**src/hw/rtl/crc32pp_pkg.sv**
```systemverilog
// ----------------------------------------------------------------------------
// crc32pp_pkg
// Shared widths, types and constants for the programmable-polynomial CRC-32
// ----------------------------------------------------------------------------
`default_nettype none

package crc32pp_pkg;

    localparam int CRC_W  = 32;
    localparam int BYTE_W = 8;

    typedef logic [CRC_W-1:0]  crc_t;
    typedef logic [BYTE_W-1:0] byte_t;

    localparam crc_t POLY_RESET = 32'h04C1_1DB7;

endpackage

`default_nettype wire

```
**src/hw/rtl/crc32pp_fold.sv**
```systemverilog
// ----------------------------------------------------------------------------
// crc32pp_fold
// Folds one byte into a 32-bit MSB-first CRC: eight shift and XOR steps
// ----------------------------------------------------------------------------
`default_nettype none

module crc32pp_fold (
    input  wire crc32pp_pkg::crc_t  crc_in,
    input  wire crc32pp_pkg::byte_t data_byte,
    input  wire crc32pp_pkg::crc_t  poly,
    output crc32pp_pkg::crc_t       crc_out
);

    always_comb begin
        crc32pp_pkg::crc_t acc;
        logic              top;
        acc = crc_in ^ {data_byte, {(crc32pp_pkg::CRC_W - crc32pp_pkg::BYTE_W){1'b0}}};
        for (int k = 0; k < crc32pp_pkg::BYTE_W; k++) begin
            top = acc[crc32pp_pkg::CRC_W-1];
            acc = {acc[crc32pp_pkg::CRC_W-2:0], 1'b0};
            if (top) begin
                acc = acc ^ poly;
            end
        end
        crc_out = acc;
    end

endmodule

`default_nettype wire

```
**src/hw/rtl/crc32_programmable_poly.sv**
```systemverilog
// A taken beat is held in the input register; a last beat's CRC goes to the output register.
// Throughput: one input beat per cycle; a last beat waits only while an earlier
//   result is still held on the master side.
// Reset: aresetn low clears the running CRC, empties both register stages and
//   restores the polynomial to 0x04C11DB7.
// ----------------------------------------------------------------------------
// crc32_programmable_poly
// Byte-wise MSB-first CRC-32 with programmable polynomial, zero start value,
// result emitted and register cleared on the last beat of a message
// ----------------------------------------------------------------------------
`default_nettype none

module crc32_programmable_poly (
    input  wire        aclk,
    input  wire        aresetn,
    input  wire        cfg_we,
    input  wire [31:0] cfg_wdata,
    input  wire        s_tvalid,
    output logic       s_tready,
    input  wire [7:0]  s_tdata,   // data_byte
    input  wire        s_tlast,
    output logic       m_tvalid,
    input  wire        m_tready,
    output logic [31:0] m_tdata   // crc_value
);

    crc32pp_pkg::crc_t  poly_reg;
    crc32pp_pkg::crc_t  crc_reg;
    crc32pp_pkg::crc_t  crc_next;
    crc32pp_pkg::crc_t  crc_fold;
    logic               in_valid_reg;
    crc32pp_pkg::byte_t in_byte_reg;
    logic               in_last_reg;
    logic               out_valid_reg;
    logic               out_valid_next;
    crc32pp_pkg::crc_t  out_data_reg;
    logic               out_free;
    logic               in_move;

    crc32pp_fold u_fold (
        .crc_in    (crc_reg),
        .data_byte (in_byte_reg),
        .poly      (poly_reg),
        .crc_out   (crc_fold)
    );

    always_comb begin
        out_free       = !out_valid_reg || m_tready;
        in_move        = in_valid_reg && (!in_last_reg || out_free);
        s_tready       = !in_valid_reg || in_move;
        crc_next       = crc_reg;
        if (in_move) begin
            crc_next = in_last_reg ? '0 : crc_fold;
        end
        out_valid_next = out_valid_reg;
        if (out_free) begin
            out_valid_next = in_move && in_last_reg;
        end
    end

    // control state
    always_ff @(posedge aclk) begin
        if (!aresetn) begin
            poly_reg      <= crc32pp_pkg::POLY_RESET;
            crc_reg       <= '0;
            in_valid_reg  <= 1'b0;
            out_valid_reg <= 1'b0;
        end else begin
            if (cfg_we) begin
                poly_reg <= cfg_wdata;
            end
            crc_reg       <= crc_next;
            out_valid_reg <= out_valid_next;
            if (s_tready) begin
                in_valid_reg <= s_tvalid;
            end
        end
    end

    // payload
    always_ff @(posedge aclk) begin
        if (s_tready) begin
            in_byte_reg <= s_tdata;
            in_last_reg <= s_tlast;
        end
        if (out_free && in_move && in_last_reg) begin
            out_data_reg <= crc_fold;
        end
    end

    assign m_tvalid = out_valid_reg;
    assign m_tdata  = out_data_reg;

endmodule

`default_nettype wire

```
**config.mk**
```make
export PLATFORM = sky130hd
export DESIGN_NAME = crc32_programmable_poly
export DESIGN_NICKNAME = d
export VERILOG_FILES = /design/src/hw/rtl/crc32pp_pkg.sv /design/src/hw/rtl/crc32pp_fold.sv /design/src/hw/rtl/crc32_programmable_poly.sv
export SDC_FILE = /design/constraint.sdc
export NUM_CORES = 1
export LEC_CHECK = 0
export BUFFER_PORTS_ARGS = -buffer_cell sky130_fd_sc_hd__buf_2
export CAP_MARGIN = 40
export CORE_AREA = 4 4 192 194
export CTS_BUF_LIST = sky130_fd_sc_hd__clkbuf_16
export DETAILED_ROUTE_END_ITERATION = 8
export DIE_AREA = 0 0 196 198
export PLACE_DENSITY = 0.48
export SLEW_MARGIN = 20
export SYNTH_ARGS = -nofsm -noshare
export SYNTH_HDL_FRONTEND = slang
export SYNTH_SLANG_ARGS = --single-unit
```
**constraint.sdc**
```tcl
create_clock -name aclk -period 7.4 [get_ports aclk]
set_input_delay 1.48 -clock aclk [delete_from_list [all_inputs] [get_ports aclk]]
set_output_delay 1.48 -clock aclk [all_outputs]
set_load 0.03 [all_outputs]
```
==> results of run 1 <==
## critical path: stages, from the launching register on
cell and delay (ns):
edfxtp_1 0.45, xnor2_1 0.48, buf_4 0.26, nor3_2 0.07
or4_4 0.51, and3_1 0.20, nor2_1 0.33, xnor3_1 0.44
a211oi_2 0.70, buf_4 0.40, o21ai_0 0.14, xnor3_1 0.27
xnor2_2 0.16, a22o_1 0.21
## per-layer routing
layer  part of all wire  GRT usage
met4             0.0087     0.0207
met5                  0          0
met2               0.44      0.191
met3              0.054     0.0291
met1               0.50      0.178
## worst min-delay path by stage
stage / end / slack (ns) / depth (start not counted)
after floorplan: crc_reg[0] / 0.45 / 2
after global placement: crc_reg[26] / 0.48 / 1
after detailed placement: crc_reg[26] / 0.48 / 1
after CTS: crc_reg[1] / 0.50 / 1
after global routing: crc_reg[11] / 0.52 / 1
final: crc_reg[1] / 0.50 / 1
## logic make-up (layout without fill, tap and decap cells)
logic type                Yosys count  after routing
xor gates and xnor gates          224            224
DFF                               107            107
AOI/OAI and AO/OA                 126            126
buffers and inverters              91            127
and+or+nand+nor                   309            309
muxes                              26             26
## power groups by stage
stage / Clock, mW / Sequential [mW] / Combinational [mW]
2_1_floorplan: 0 / 0.998 / 2.18
3_3_place_gp: 0 / 0.948 / 2.75
3_5_place_dp: 0 / 0.941 / 2.82
4_1_cts: 0.527 / 0.930 / 2.84
5_1_grt: 0.547 / 0.939 / 3.03
6_report: 0.511 / 0.926 / 2.82
## through the flow
| step | worst slack, ns | area, sq um | total power [mW] |
|---|---|---|---|
| finish | 2.66 | 9180 | 4.26 |
| global route | 2.37 | 9180 | 4.52 |
| CTS | 2.62 | 9160 | 4.29 |
| detailed placement | 2.67 | 8860 | 3.76 |
| global placement | 2.30 | 8730 | 3.70 |
| floorplan | 3.64 | 8000 | 3.18 |
## cell type report
cell class	instances	area, sq um	share of cell area
well taps	461	577	0.0628
inverters	14	52.6	0.00572
clock inverters	7	76.3	0.00831
flip-flops and latches	107	2550	0.278
multi-input cells	685	5090	0.554
clock buffers	9	225	0.0245
repair buffers	97	613	0.0668
## cell usage in the layout, fill, tap and decap left out, types with 3 or more instances in the layout
master	synthesis	routed
xor2_1	16	16
clkbuf_16	0	9
and4_1	3	3
mux2i_1	24	24
a21o_1	3	3
and2_1	8	6
nand3_1	45	44
buf_16	0	3
o21ai_1	10	10
and3_1	8	8
o21ai_0	27	27
nor2b_1	24	24
nand2_1	171	171
dfxtp_1	66	66
xnor3_1	28	28
o211ai_1	14	14
xnor2_1	163	163
a21oi_1	9	9
a22o_1	31	31
inv_1	14	14
xnor2_2	12	12
nor2_1	29	27
or2_2	3	3
edfxtp_1	41	41
nor3_1	8	8
buf_4	3	10
a211oi_1	5	5
xor3_1	3	3
buf_2	12	79
==> results.md, run 1 <==
* Post-synth top cells: nand2_1, xnor2_1, dfxtp_1
* Sw Share at 0.415
* CTS sink cnt at 107
* Crit start category: flop
* H-Tree Depth at 3
* Tot GR Track Use at 0.123
* HP Class: reg -> reg
* Clock transition at path regs at 0.08 ns
* Status: finished, final reports clean
* Row cnt at 69
* Total setup buffers inserted after CTS at 0
* Worst Setup EP: crc_reg[29]
* Maximum buffer depth of the clock tree at 2
* Die Wd at 196 microns
* Most numerous cell in the Yosys netlist: nand2_1
* CTS tree: done
* Mean Syn Cell Area at 9.06 sq um
* Post-synth EDFFs at 41
* Sequential area share after synthesis at 0.319
* Worst-path maximum fanout at 18
* Share of the synthesized area in the top cell type at 0.179
* Hold Violations, Final at 0
* Detailed Route WL at 24.2 mm
* Final hold slack at 0.499 ns
* Synth-to-layout area growth at 14.8%
* Switch Pwr at 1.77 mW
* Antenna Cells at 0
* Biggest area consumer among synthesized cells: xnor2_1
* Die height at 198 microns
* Initial antenna violation count at 0
* Mux cell area share after synthesis at 0.0333
* Initial Utilization at 0.227
* Share of cells above drive strength 1 at 0.157
* Gpl congestion at 0.796
* I/O pin cnt at 80
* Fmax at 211 MHz
* P_leak at 3.67 nW
* Synthesized area at 8000 sq um
* Max cap viols at 0
* First-pass GRT wire length at 37.4 mm
* Min Tclk post-route at 4.74 ns
* Clock power frac at 0.120
* Syn_nets at 929
* FFs w/ async S/R, synth at 0
* Cell Pwr Density at 464 nW/um^2
* Root Buffer: clkbuf_16
* Cts repair resizes at 0
* GR Overflow Total at 0
* Detail Route Antenna Nets at 0
* Final Non-Filler Cells at 1380
* Area share of fa/ha/maj cells after synthesis at 0
* Detailed Route Iter0 Violations at 389
* Worst R2R End: crc_reg[29]
* Crit path kind: reg -> reg
* CP required at 7.66 ns
* Nets at 960
* Synth Area in Compound Gates at 0.113
* Worst R2R Setup Slack at 2.66 ns
* Ys flop type: dfxtp_1
* CTS buffer count at 9
* Seq cells post-synth at 107
* Period utilization at 0.640
* Sequential power share at 0.217
* Via density per instance at 4.48
* Hold Buf Count CTS at 0
* Clk_lat worst skew at 0.37 ns
* Largest net degree at the start of global routing at 44
* DP HPWL at 16.6 mm
* Comb power frac at 0.663
* Max VDD drop at 160 uV
* DRC Markers at 0
* FF-to-FF path depth at 13
* Vias at 6187
* Synth Area in Simple Gates at 0.175
* Worst min-delay path startpoint: crc_reg[1]
* P_int at 2.49 mW
* Reg2Reg Launch Point: in_byte_reg[6]
* Post-synthesis xor/xnor area fraction at 0.312
* CP Launch Point: in_byte_reg[6]
* # setup viols final at 0
* Mapped Cells at 883
* Routed len/inst at 17.5 microns
* Clock skew at 0.0138 ns
* Largest family of logic cells by synthesized area: XOR/XNOR gates
* Final Max Tran Viols at 0
* Worst rel slew slack at 0.434
* RSZ-0062 raised after global routing: false
* Vias in the first global route at 5999
* Synth area leaders: xnor2_1, dfxtp_1, edfxtp_1
* Synth unique cells at 63
* Area of the core at 35200 sq um
* Synth warn at 0
* Fin util at 0.261
* Filler cell count at 3848
* I/O Buffers at 79
* Crit. End Element: flop
* CP arrival at 5.00 ns
* Sum Neg Setup Slack at 0 ns
* Slew at the pin closest to its max-slew limit at 0.850 ns
* Drt pass-1 iters at 5
* Placed cells at 1362
* Die ar. at 38800 sq um
(Power assumes the default switching activity.)
==> run 2: changes to the inputs <==
- ABC_AREA: default -> 1
- CORE_AREA: 4 4 192 194 -> 4 4 195 197
- DIE_AREA: 0 0 196 198 -> 0 0 199 201
- PLACE_DENSITY: 0.48 -> 0.49
- clock period: 7.4 -> 3.9 ns (I/O delays scaled with it)
==> results.md, run 2 <==
* Filler cell count at 4108
* Die height at 201 microns
* Initial Utilization at 0.228
* CP required at 4.02 ns
* Synth unique cells at 28
* Register area at 2550 sq um
* Period utilization at 0.897
* Crit. End Element: flop
* CTS tree: done
* Worst rel slew slack at 0.590
* Syn_nets at 1307
* Post-synth EDFFs at 41
* Clk_lat worst skew at 0.37 ns
* GR Overflow Total at 0
* Fin area at 9600 sq um
* Max cap viols at 0
* Worst stage delay on the critical path at 0.42 ns
* Total power at 6.41 mW
* Synthesized area at 8260 sq um
* Most numerous cell in the Yosys netlist: nand2_1
* P_leak at 4.43 nW
* Tot GR Track Use at 0.131
* Ys flop type: dfxtp_1
* Clock skew at 0.0127 ns
* Slew at the pin closest to its max-slew limit at 0.615 ns
* H-Tree Depth at 3
* Worst min-delay path startpoint: crc_reg[1]
* Post-route setup slack at 0.403 ns
* Detailed Route Iter0 Violations at 458
* I/O Buffers at 79
* Initial antenna violation count at 0
* Share of cells above drive strength 1 at 0.128
* CTS buffer count at 9
* Root Buffer: clkbuf_16
* Clock transition at path regs at 0.08 ns
* Synth-to-layout area growth at 16.2%
* Crit start category: flop
* I/O pin cnt at 80
* CP arrival at 3.62 ns
* Row cnt at 70
* Synth warn at 0
* Largest net degree at the start of global routing at 37
* # setup viols final at 0
* Gpl congestion at 0.809
* Placed Area at 9220 sq um
* Maximum buffer depth of the clock tree at 2
* Cell Pwr Density at 668 nW/um^2
* Vias in the first global route at 7306
* Via density per instance at 4.33
* Most frequent cell on the critical path: nand2_1
* First-pass GRT wire length at 41.5 mm
* FFs w/ async S/R, synth at 0
* Reg2Reg Launch Point: in_byte_reg[7]
* Detail Route Antenna Nets at 0
* Max stage delay cell, worst path: edfxtp_1
* Worst-path maximum fanout at 22
* Die ar. at 40000 sq um
* Biggest area consumer among synthesized cells: nand2_1
* Antenna Cells at 0
* Drt pass-1 iters at 5
* Mean Syn Cell Area at 6.55 sq um
* Share of the synthesized area in the top cell type at 0.173
* Max VDD drop at 256 uV
* Commonest non-fill, non-tap cell in the layout: nand2_1
* Most frequent cells in the layout: nand2_1, nand3_1, inv_1
* Post-synth top cells: nand2_1, nand3_1, inv_1
* Crit path kind: reg -> reg
* Nets at 1366
* Status: finished, final reports clean
* DP HPWL at 19.1 mm
* Vias at 7767
* Seq cells post-synth at 107
* Mapped Cells at 1261
* Die Wd at 199 microns
* Detailed Route WL at 26.4 mm
* Hold Violations, Final at 0
* CP Launch Point: in_byte_reg[7]
* Area of the core at 36300 sq um
* DRC Markers at 0
* Final Max Tran Viols at 0
* Synth area leaders: nand2_1, dfxtp_1, edfxtp_1
* Routed len/inst at 14.7 microns
* Sequential area share after synthesis at 0.309
* Combined area of the multi-input logic cells at 4860 sq um
* Hold Buf Count CTS at 0
* CTS sink cnt at 107
* Min Tclk post-route at 3.50 ns
* Setup WS pre-CTS at 0.197 ns
* Fmax at 286 MHz
* HP Class: reg -> reg
run 2: cell count changes in the layout (fill, tap and decap cells not counted), moves of 24 or more:
cell / before / now
a21oi_1: 9 / 65
a22o_1: 31 / 0
inv_1: 14 / 136
mux2i_1: 24 / 0
nand2_1: 171 / 379
nand3_1: 44 / 138
nor2_1: 27 / 106
nor2b_1: 24 / 0
xnor2_1: 163 / 118
xnor3_1: 28 / 0
run 2: cell type report:
type / count / share of cell area
multi-input cells: 940 / 0.506
flip-flops and latches: 107 / 0.266
repair buffers: 117 / 0.0783
well taps: 468 / 0.0610
inverters: 145 / 0.0570
clock buffers: 9 / 0.0235
clock inverters: 7 / 0.00808
run 2: layer usage:
metal | part of all wire | vias to the layer above | GRT usage
met1 | 0.48 | 3562 | 0.183
li1 | - | 4028 | -
met4 | 0.011 | 0 | 0.0269
met3 | 0.039 | 20 | 0.0166
met2 | 0.47 | 157 | 0.218
met5 | 0 | - | 0
run 2: through the flow:
stage | hold slack (ns) | util | instances | setup TNS [ns]
5_1_grt | 0.494 | 0.265 | 1793 | -0.00987
3_5_place_dp | 0.471 | 0.254 | 1773 | 0
4_1_cts | 0.484 | 0.263 | 1789 | 0
6_report | 0.482 | 0.265 | 1793 | 0
2_1_floorplan | 0.457 | - | 1261 | 0
3_3_place_gp | 0.465 | 0.253 | 1771 | 0
run 2: kinds of logic (layout without fill, tap and decap cells):
family | count (synthesis) | in the layout | synth area share
compound gates | 108 | 108 | 0.0658
simple gates | 673 | 673 | 0.350
buf+inv | 214 | 278 | 0.105
flops | 107 | 107 | 0.309
xor+xnor | 159 | 159 | 0.170
run 2: critical path: cells and delay by family (launching register included):
family,cells,cell delay [ns]
buffers and inverters,8,0.82
XOR/XNOR,1,0.19
flip-flops,1,0.42
AND/OR/NAND/NOR,17,1.81
run 2: repair_timing:
| item | in CTS | in global routing |
|---|---|---|
| gates resized for setup | 0 | 12 |
| endpoints found under the setup margin | 0 | 63 |
| setup buffers | 0 | 4 |
run 2: final timing paths:
check                endpoint  slack [ns]  cells after the start
hold reg to reg    crc_reg[1]        0.48                      2
setup / recovery  m_tdata[10]        0.40                     26
setup reg to reg  m_tdata[10]        0.40                     26
hold / removal     crc_reg[1]        0.48                      2
run 2: where the power goes:
part	total (mW)	internal, mW	switching [mW]	leakage (nW)
registers	1.50	1.40	0.102	0.931
logic	3.92	1.47	2.45	3.35
clock network	0.999	0.506	0.493	0.145
total	6.41	3.37	3.04	4.43
